$ cat config.mk
export PLATFORM = sky130hd
export DESIGN_NAME = float32_square_root_top
export DESIGN_NICKNAME = d
export VERILOG_FILES = /design/src/design/fsqrt_pkg.sv /design/src/design/fsqrt_cell.sv /design/src/design/fsqrt_prep.sv /design/src/design/float32_square_root_top.sv
export SDC_FILE = /design/constraint.sdc
export NUM_CORES = 2
export LEC_CHECK = 0
export ABC_AREA = 1
export ABC_CLOCK_PERIOD_IN_PS = 6460
export BUFFER_PORTS_ARGS = -buffer_cell sky130_fd_sc_hd__buf_2
export CAP_MARGIN = 20
export CORE_ASPECT_RATIO = 1.2
export CORE_MARGIN = 5
export CORE_UTILIZATION = 30
export CTS_CLUSTER_DIAMETER = 120
export DETAILED_ROUTE_END_ITERATION = 6
export GPL_TIMING_DRIVEN = 0
export PLACE_DENSITY = 0.55
export SYNTH_ARGS = -nofsm -noshare
export SYNTH_HDL_FRONTEND = slang
export SYNTH_SLANG_ARGS = --single-unit
$ cat constraint.sdc
create_clock -name clk -period 6.46 [get_ports clk]
set_clock_uncertainty 0.05 [all_clocks]
set_input_delay 1.292 -clock clk [delete_from_list [all_inputs] [get_ports clk]]
set_output_delay 1.292 -clock clk [all_outputs]
set_load 0.05 [all_outputs]
$ cat src/design/fsqrt_pkg.sv
// Shared constants and types for the single-precision square root pipeline.
package fsqrt_pkg;
  localparam int unsigned RootSteps = 25;
  localparam int unsigned RemW = 27;
  localparam logic [31:0] ExpMask = 32'h7f800000;
  localparam logic [31:0] NegInf = 32'hff800000;
  localparam logic [31:0] SignBit = 32'h80000000;
  localparam logic [31:0] HiddenBit = 32'h00800000;
  localparam logic [31:0] FracMask = 32'h007fffff;
  localparam logic [31:0] QuietBit = 32'h00400000;
  localparam logic [31:0] TopBit = 32'h01000000;
  localparam logic [31:0] HalfBias = 32'h3f000000;
  localparam logic [31:0] DefaultNan = 32'h7fc00000;
  localparam logic [8:0] ExpBias = 9'd127;

  typedef enum logic [1:0] {
    RM_NEAREST = 2'd0,
    RM_ZERO    = 2'd1,
    RM_DOWN    = 2'd2,
    RM_UP      = 2'd3
  } round_mode_t;

  // control travelling alongside the recurrence
  typedef struct packed {
    logic        valid;
    logic        special;
    logic [31:0] spec_bits;
    logic        spec_inv;
    logic [7:0]  half;
    logic [1:0]  mode;
  } fsqrt_ctl_t;

  typedef struct packed {
    logic [RemW-1:0] rem;
    logic [RemW-1:0] acc;
    logic [24:0]     q;
  } fsqrt_dat_t;
endpackage

$ cat src/design/fsqrt_cell.sv
// One restoring-root step with its pipeline register.
module fsqrt_cell import fsqrt_pkg::*; #(
  parameter int unsigned Step = 0
) (
  input  logic       clk,
  input  logic       rst_n,
  input  fsqrt_ctl_t ctl_in,
  input  fsqrt_dat_t dat_in,
  output fsqrt_ctl_t ctl_out,
  output fsqrt_dat_t dat_out
);
  localparam logic [RemW-1:0] Bit = RemW'(1) << (RootSteps - 1 - Step);
  fsqrt_ctl_t ctl_r;
  fsqrt_dat_t dat_r, dat_nxt;
  logic [RemW-1:0] trial, rem_t;

  always_comb begin
    trial = dat_in.acc + Bit;
    dat_nxt = dat_in;
    rem_t = dat_in.rem;
    if (trial <= dat_in.rem) begin
      dat_nxt.acc = trial + Bit;
      rem_t = dat_in.rem - trial;
      dat_nxt.q = dat_in.q | Bit[24:0];
    end
    dat_nxt.rem = {rem_t[RemW-2:0], 1'b0};
  end

  always_ff @(posedge clk) begin
    if (!rst_n) begin
      ctl_r.valid <= 1'b0;
    end else begin
      ctl_r.valid <= ctl_in.valid;
    end
    ctl_r.special <= ctl_in.special;
    ctl_r.spec_bits <= ctl_in.spec_bits;
    ctl_r.spec_inv <= ctl_in.spec_inv;
    ctl_r.half <= ctl_in.half;
    ctl_r.mode <= ctl_in.mode;
    dat_r <= dat_nxt;
  end

  assign ctl_out = ctl_r;
  assign dat_out = dat_r;
endmodule

$ cat src/design/fsqrt_prep.sv
// Operand decode, special cases and normalisation stage.
module fsqrt_prep import fsqrt_pkg::*; (
  input  logic        clk,
  input  logic        rst_n,
  input  logic        valid,
  input  logic [31:0] a,
  input  logic [1:0]  mode,
  output fsqrt_ctl_t  ctl_out,
  output fsqrt_dat_t  dat_out
);
  fsqrt_ctl_t ctl_r, ctl_nxt;
  fsqrt_dat_t dat_r, dat_nxt;
  logic [4:0]  lz;
  logic [22:0] frac;
  logic [23:0] sig;
  logic [8:0]  lead, e;

  always_comb begin
    frac = a[22:0];
    lz = 5'd0;
    for (int i = 22; i >= 0; i--) begin
      if (frac[i] && lz == 5'd0 && (frac >> (i + 1)) == 23'd0) lz = 5'(23 - i);
    end
    if (a[30:23] == 8'd0) begin
      sig = {1'b0, frac} << lz;
      lead = 9'd1 - {4'd0, lz};
    end else begin
      sig = {1'b1, frac};
      lead = {1'b0, a[30:23]};
    end
    sig[23] = 1'b1;
    e = lead - ExpBias;
    ctl_nxt.valid = valid;
    ctl_nxt.mode = mode;
    ctl_nxt.half = 8'(($signed(e) >>> 1));
    ctl_nxt.special = 1'b1;
    ctl_nxt.spec_inv = 1'b0;
    ctl_nxt.spec_bits = a;
    if ((a & ExpMask) == ExpMask) begin
      if (a == NegInf) begin
        ctl_nxt.spec_bits = DefaultNan;
        ctl_nxt.spec_inv = 1'b1;
      end else if ((a & FracMask) != 32'd0) begin
        ctl_nxt.spec_bits = a | QuietBit;
        ctl_nxt.spec_inv = ~a[22];
      end
    end else if ((a & ~SignBit) == 32'd0) begin
      ctl_nxt.spec_bits = a;
    end else if (a[31]) begin
      ctl_nxt.spec_bits = DefaultNan;
      ctl_nxt.spec_inv = 1'b1;
    end else begin
      ctl_nxt.special = 1'b0;
    end
    dat_nxt.acc = '0;
    dat_nxt.q = '0;
    dat_nxt.rem = e[0] ? {1'b0, sig, 2'b0} : {2'b0, sig, 1'b0};
  end

  always_ff @(posedge clk) begin
    if (!rst_n) begin
      ctl_r.valid <= 1'b0;
    end else begin
      ctl_r.valid <= ctl_nxt.valid;
    end
    ctl_r.special <= ctl_nxt.special;
    ctl_r.spec_bits <= ctl_nxt.spec_bits;
    ctl_r.spec_inv <= ctl_nxt.spec_inv;
    ctl_r.half <= ctl_nxt.half;
    ctl_r.mode <= ctl_nxt.mode;
    dat_r <= dat_nxt;
  end

  assign ctl_out = ctl_r;
  assign dat_out = dat_r;
endmodule

$ cat src/design/float32_square_root_top.sv
// Top level of the pipelined single-precision square root.
// Usage:
//   Write cfg_round_mode with cfg_wr_en (0 nearest even, 1 toward zero,
//   2 downward, 3 upward) while no request is in flight.
//   Raise start with in_operand_bits; busy is always low, so a request
//   is taken in every cycle start is high.
//   The result appears on out_root_bits, out_invalid_flag and
//   out_inexact_flag for one cycle with out_valid high, after the
//   request passes one decode stage, 25 root cells (one result bit
//   each) and one rounding stage.
//   Throughput is one request per cycle; the cell row is fully pipelined.
//   Reset clears the valid bits of every stage and the rounding mode.
//   The receiver cannot stall; results are always delivered on time.
module float32_square_root_top import fsqrt_pkg::*; (
  input  logic        clk,
  input  logic        rst_n,
  input  logic        start,
  output logic        busy,
  input  logic [31:0] in_operand_bits,
  input  logic        cfg_wr_en,
  input  logic [1:0]  cfg_round_mode,
  output logic        out_valid,
  output logic [31:0] out_root_bits,
  output logic        out_invalid_flag,
  output logic        out_inexact_flag
);
  logic [1:0] mode_r;
  fsqrt_ctl_t ctl [RootSteps+1];
  fsqrt_dat_t dat [RootSteps+1];
  fsqrt_ctl_t lc;
  fsqrt_dat_t ld;
  logic [25:0] qr;
  logic [31:0] res_nxt, res_r;
  logic inx, inv_nxt, inx_nxt, inv_r, inx_r, val_r;

  assign busy = 1'b0;

  always_ff @(posedge clk) begin
    if (!rst_n) begin
      mode_r <= RM_NEAREST;
    end else if (cfg_wr_en) begin
      mode_r <= cfg_round_mode;
    end
  end

  fsqrt_prep u_prep (
    .clk(clk), .rst_n(rst_n), .valid(start), .a(in_operand_bits), .mode(mode_r),
    .ctl_out(ctl[0]), .dat_out(dat[0])
  );

  for (genvar g = 0; g < RootSteps; g++) begin : g_cell
    fsqrt_cell #(.Step(g)) u_cell (
      .clk(clk), .rst_n(rst_n), .ctl_in(ctl[g]), .dat_in(dat[g]),
      .ctl_out(ctl[g+1]), .dat_out(dat[g+1])
    );
  end

  assign lc = ctl[RootSteps];
  assign ld = dat[RootSteps];

  always_comb begin
    inx = ld.rem != '0;
    qr = {1'b0, ld.q};
    if (inx) begin
      case (lc.mode)
        RM_NEAREST: qr = {1'b0, ld.q} + {25'd0, ld.q[0]};
        RM_UP:      qr = {1'b0, ld.q} + 26'd2;
        default:    qr = {1'b0, ld.q};
      endcase
    end
    if (lc.special) begin
      res_nxt = lc.spec_bits;
      inv_nxt = lc.spec_inv;
      inx_nxt = 1'b0;
    end else begin
      res_nxt = {7'd0, qr[25:1]} + HalfBias + {lc.half[7], lc.half, 23'd0};
      inv_nxt = 1'b0;
      inx_nxt = inx;
    end
  end

  always_ff @(posedge clk) begin
    if (!rst_n) begin
      val_r <= 1'b0;
    end else begin
      val_r <= lc.valid;
    end
    res_r <= res_nxt;
    inv_r <= inv_nxt;
    inx_r <= inx_nxt;
  end

  assign out_valid = val_r;
  assign out_root_bits = res_r;
  assign out_invalid_flag = inv_r;
  assign out_inexact_flag = inx_r;

  a_busy_low: assert property (@(posedge clk) busy == 1'b0)
    else $error("busy raised");
  a_latency: assert property (@(posedge clk) disable iff (!rst_n)
    start ##(RootSteps + 2) 1'b1 |-> out_valid)
    else $error("result missing");
  a_flags: assert property (@(posedge clk) disable iff (!rst_n)
    out_valid && out_invalid_flag |-> !out_inexact_flag)
    else $error("both flags set");
endmodule

# == After elaboration in Yosys (flattened, before gate mapping) ==
# Index checks and enable logic that the tools add are counted.
# op_classes
n_eq_ne,3
n_mux,85
n_addsub,78
n_lt_le_gt_ge,25
reduce_logical,94
shift,1
bitwise,1
# op_table
operator,count
52-bit 2-to-1 mux,23
26-bit 2-to-1 mux,27
27-bit less-or-equal comparator,24
26-bit subtractor,24
23-bit zero test,22
5-bit zero test,22
5-bit 2-to-1 mux,22
32-bit 2-to-1 mux,3
33-bit 2-to-1 mux,2
"27-bit by 10-bit adder with 27-bit output, second input constant",2
"27-bit by 11-bit adder with 27-bit output, second input constant",2
"27-bit by 12-bit adder with 27-bit output, second input constant",2
"27-bit by 13-bit adder with 27-bit output, second input constant",2
"27-bit by 14-bit adder with 27-bit output, second input constant",2
"27-bit by 15-bit adder with 27-bit output, second input constant",2
"27-bit by 16-bit adder with 27-bit output, second input constant",2
"27-bit by 17-bit adder with 27-bit output, second input constant",2
"27-bit by 18-bit adder with 27-bit output, second input constant",2
"27-bit by 19-bit adder with 27-bit output, second input constant",2
"27-bit by 2-bit adder with 27-bit output, second input constant",2
"27-bit by 20-bit adder with 27-bit output, second input constant",2
"27-bit by 21-bit adder with 27-bit output, second input constant",2
"27-bit by 22-bit adder with 27-bit output, second input constant",2
"27-bit by 23-bit adder with 27-bit output, second input constant",2
35 further kinds,88
# totals
reg_bits,3156
elab_cells,573
output_inout_bits,36

# == Logic depth before layout (Yosys ltp) ==
# depth
ltp_word,93
mapped_depth,28
ltp_nobuf,28

# == Cells and area by module ==
# A second synthesis with hierarchy kept.
# hier_totals
hier_cells,20343
hier_area_um2,155362.8
# by_module_without_submodules
mod,cells_each,seq_area_each_um2,instances,area_each_um2
fsqrt_cell (g_cell[24].u_cell),942,2462.4,1,6765.2
fsqrt_cell (g_cell[23].u_cell),871,2462.4,1,6490.0
fsqrt_cell (g_cell[22].u_cell),889,2462.4,1,6422.4
fsqrt_cell (g_cell[21].u_cell),854,2462.4,1,6399.9
fsqrt_cell (g_cell[19].u_cell),858,2462.4,1,6316.1
fsqrt_cell (g_cell[17].u_cell),796,2462.4,1,6266.0
fsqrt_cell (g_cell[18].u_cell),832,2462.4,1,6164.7
fsqrt_cell (g_cell[20].u_cell),829,2462.4,1,6100.9
fsqrt_cell (g_cell[16].u_cell),776,2462.4,1,6009.5
fsqrt_cell (g_cell[15].u_cell),759,2462.4,1,5974.5
fsqrt_cell (g_cell[14].u_cell),730,2462.4,1,5909.4
fsqrt_cell (g_cell[13].u_cell),726,2462.4,1,5775.5
fsqrt_cell (g_cell[10].u_cell),696,2462.4,1,5740.5
fsqrt_cell (g_cell[5].u_cell),758,2462.4,1,5720.5
+13 rows,--,--,--,--

# == Worst setup path before layout ==
# Ideal clock, no wire load.
# synth_path
kind,input to register
from,input port in_operand_bits[20]
to,register u_prep.ctl_r (netlist bit u_prep.ctl_out[8])
setup_slack_ns,2.801
setup_ns,0.117
stages,20
t_arrival_ns,3.492
path_cell_list,nor2_2 > nand2_2 > nor2_8 > nand2_4 > nor2_8 > nand2_1 > inv_2 > nor2_1 > nand3_2 > inv_2 > buf_4 > ha_1 > nand2_1 > nand2_1 > nand2_1 > nor2_2 > nand2_2 > nor2_4 > nand2_1 > xor2_1
# synth_rtl
item,line,rtl
"start, declared",float32_square_root_top.sv:19,"input logic [31:0] in_operand_bits,"
"end, declared",fsqrt_prep.sv:11,"fsqrt_ctl_t ctl_r, ctl_nxt;"

# == Worst setup path after layout ==
# layout_path
from,register g_cell[24].u_cell.dat_r (netlist bit g_cell[24].u_cell.dat_out[70])
to,"register res_r[31], in the netlist out_root_bits[31]"
# layout_between
elab_chain_len,5
# layout_lines
item,line,rtl
"start, declared",fsqrt_cell.sv:14,"fsqrt_dat_t dat_r, dat_nxt;"
"start signal, assigned",fsqrt_cell.sv:40,dat_r <= dat_nxt;
27-bit nonzero test,float32_square_root_top.sv:62,inx = ld.rem != '0;
26-bit 2-to-1 mux,float32_square_root_top.sv:64,if (inx) begin
25-bit by 30-bit adder with 31-bit output,float32_square_root_top.sv:76,"res_nxt = {7'd0, qr[25:1]} + HalfBias + {lc.half[7], lc.half, 23'd0};"
31-bit by 32-bit adder with 32-bit output,float32_square_root_top.sv:76,
32-bit 2-to-1 mux,float32_square_root_top.sv:71,if (lc.special) begin
via res_nxt[31],float32_square_root_top.sv:33,"logic [31:0] res_nxt, res_r;"
"end signal, assigned",float32_square_root_top.sv:88,res_r <= res_nxt;
"end, declared",float32_square_root_top.sv:33,
# The timed path passes the listed nets, and every way through them passes these cells.
# A chain may end at the register's enable or synchronous reset.

==> results.yml <==
sta:
  relSlewSlack_pct: 25.50
  setup_viol_count_final: 0
  layout_setup_ws_ns: 1.033
  slew_viol_final: 0
  fin_setup_tns_ns: 0
  fin_crit_sh_pct: 84.02
  whs_ns: 0.2515
  clock.fmax_mhz: 184.3
  hold_violations: 0
  period_needed_ns: 5.427
  worst_pin_slew_ns: 1.118
  rsz0062_at_grt: "false"
detailed_routing:
  ant_nets: 0
  drtIter0Drc: 2187
  vias: 46631
  avgRoutedWirePerCell_um: 14.52
  via_per_inst: 4.176
  wl_mm: 162.1
  drt_first_pass_iters: 6
  drc_errors: 0
floorplan:
  fp.dieW_um: 466.9
  row_count: 201
  dieArea_mm2: 0.2607
  core_mm2: 0.2497
  pin_count: 74
  die_y_um: 558.3
  start_util_pct: 30.09
finish:
  nNetsFinal: 8276
  drive_above_1_share_pct: 7.295
  post-route-util_pct: 35.12
  mostFrequentLayoutCell: "dfxtp_1"
  most-common-layout-cells: "dfxtp_1 (2315), nand2_1 (988), inv_1 (985)"
  area_delta_synth_final_pct: 16.70
clocking:
  cts_buffers: 224
  htreeDepth: 4
  cts_tree: "done"
  post_cts_buffers: 0
  cts_sinks: 2315
  clk_latency_ns: 0.85
  cts.hold.buffers_added: 0
  cts_resized: 0
  cts.clk_slew.worst_paths_ns: 0.07
  ctsRootBufferMaster: "clkbuf_16"
  cts_max_path_buffers: 3
worst_hold_path:
  min_from: "g_cell[21].u_cell.dat_out[12]$_DFF_P_"
  min_to: "g_cell[22].u_cell.dat_out[12]$_DFF_P_"
  hp-class: "flip-flop to flip-flop"
  min_delay_path_depth: 0
grt:
  grt_first_pass_wirelength_mm: 256.3
  antenna_found_initial: 6
  globalRoute.totalOverflow: 0
  grt_max_degree: 20
  grt_pass1_vias: 47609
  grt_usage_pct: 12.30
synth:
  syn-cell-area_mm2: 0.07516
  synth_fp_nets: 7975
  ys_seq_area_share_pct: 61.66
  ys_ff_latch: 2315
  synth_adder_area_share_pct: 10.52
  synth_cells: 7314
  avgSynthCellArea_um2: 10.28
  synth_top_family_by_area: "simple AND/OR/NAND/NOR gates"
  synthDistinctLibCells: 65
  synthXorXnorAreaFrac_pct: 2.680
  ys_async_sr_fraction_pct: 0
  yosys.area_share.simple_pct: 11.03
  synth_compound_area_share_pct: 8.504
  yosys_most_used_dff: "dfxtp_1"
  ys_warn_count: 0
  yosys-mux-area-fraction_pct: 0.01332
  synth-edff-count: 0
place:
  io_buffers: 71
  dp_hpwl_mm: 124.7
  gp_congestion: 0.8937
  dp_slack_ns: 0.9715
setup_path:
  crit_path_max_incr_delay_ns: 0.58
  required_ns: 7.01
  ff2ff_path_depth: 26
  crit_type: "flip-flop to flip-flop"
  cp.arrival_ns: 5.98
  cp-start-kind: "flip-flop"
  worst_path_most_repeated_cell: "nor2_1"
  rrSetupSlack_ns: 1.03
  endpoint_kind: "flip-flop"
  cpMaxStageDelayCell: "a31oi_1"
  cp_max_fo: 10
  worstReg2RegEnd: "out_root_bits[31]$_DFF_P_"
  r2r_start: "g_cell[24].u_cell.dat_out[70]$_DFF_P_"
job:
  cap_violations: 0
pwr:
  leakagePower_uw: 0.04064
  power.density_mw_per_mm2: 581.4
  ir_drop_mv: 0.3430
outcome:
  status: "finished, final reports clean"
cell type report:
class | count | area (um2)
fillers | 24924 | 162000
flip-flops and latches | 2315 | 46340
multi-input cells | 3907 | 24630
clock buffers | 313 | 6431
well taps | 3349 | 4190
inverters | 1001 | 3757
clock inverters | 112 | 1534
plain buffers | 91 | 435.4
repair buffers | 75 | 382.9
diodes | 3 | 7.507
cells by family after synthesis:
logic type / after synthesis
buffers and inverters: 1092
AOI/OAI and AO/OA: 1156
other: 1
adders and majority gates: 623
muxes: 1
xor gates and xnor gates: 230
and+or+nand+nor: 1896
DFF: 2315
flip-flops by register name (all words and copies together) (netlist names):
name and flops:
g_cell.u_cell.ctl_out 1125, g_cell.u_cell.dat_out 1083, u_prep.ctl_out 45, out_root_bits 32, u_prep.dat_out 25, mode_r 2
out_inexact_flag 1, out_invalid_flag 1, out_valid 1
worst max-delay path, delay by kind of cell, from the launching register on:
kind | cells | cell delay, ns
AND/OR/NAND/NOR | 17 | 2.52
AO/OA/AOI/OAI | 4 | 1.00
flip-flops | 1 | 0.30
adder cells (fa/ha/maj) | 2 | 0.40
buffers and inverters | 3 | 0.90
power breakdown:
group | switching, uW | internal [uW] | total (uW)
Sequential | 2190 | 17800 | 20000
Clock | 5450 | 7910 | 13400
Combinational | 11200 | 6400 | 17600
Total | 18900 | 32100 | 51000
stage by stage:
stage / instances / total power [uW] / area (um2)
after floorplan: 7314 / 32420 / 75160
after global placement: 10734 / 37910 / 79700
after detailed placement: 10738 / 38020 / 79740
after CTS: 11163 / 51700 / 87700
after global routing: 11165 / 55000 / 87710
final: 11166 / 50990 / 87710
worst max path at each step:
stage / end / from / cells after the start / slack (ns)
after floorplan: u_prep.ctl_out[8]$_DFF_P_ / in_operand_bits[20] / 20 / 2.80
after global placement: out_root_bits[28]$_DFF_P_ / g_cell[24].u_cell.dat_out[70]$_DFF_P_ / 18 / 0.88
after detailed placement: out_root_bits[30]$_DFF_P_ / g_cell[24].u_cell.dat_out[70]$_DFF_P_ / 22 / 0.97
after CTS: out_root_bits[31]$_DFF_P_ / g_cell[24].u_cell.dat_out[70]$_DFF_P_ / 26 / 0.88
after global routing: out_root_bits[31]$_DFF_P_ / g_cell[24].u_cell.dat_out[70]$_DFF_P_ / 26 / 0.48
final: out_root_bits[31]$_DFF_P_ / g_cell[24].u_cell.dat_out[70]$_DFF_P_ / 26 / 1.03
per-layer routing:
| metal | up-vias | GRT usage (%) | part of all wire, % |
|---|---|---|---|
| li1 | 24188 | - | - |
| met1 | 21305 | 13.31 | 40 |
| met3 | 368 | 2.048 | 3.2 |
| met2 | 770 | 23.32 | 52 |
| met5 | - | 0 | 0 |
| met4 | 0 | 5.476 | 4.2 |
Yosys cell counts, types with 8 or more instances:
master	count	share of area, %
o21ai_0	457	3.0
nor2_2	8	0.067
a21o_1	20	0.20
a221oi_1	21	0.24
inv_2	8	0.040
a21oi_1	451	3.0
nand2_1	988	4.9
o2111ai_1	17	0.20
dfxtp_1	2315	62
inv_1	985	4.9
xor2_1	154	1.8
o21bai_1	25	0.25
a31oi_1	25	0.21
o21ai_1	23	0.15
nor2_1	356	1.8
fa_1	15	0.40
nand4_1	49	0.41
clkinv_1	8	0.040
nor3b_1	10	0.10
nand3_1	262	1.7
or2_2	36	0.30
buf_6	8	0.12
o31ai_1	14	0.14
nor4_1	59	0.49
xnor2_1	76	0.89
o211ai_1	34	0.34
ha_1	608	10
clkbuf_1	72	0.36
a211oi_1	9	0.090
o221ai_1	11	0.13
nor3_1	73	0.49
o22ai_1	19	0.16
nand3_2	13	0.17
No activity file was read; power rests on OpenSTA's default activity.
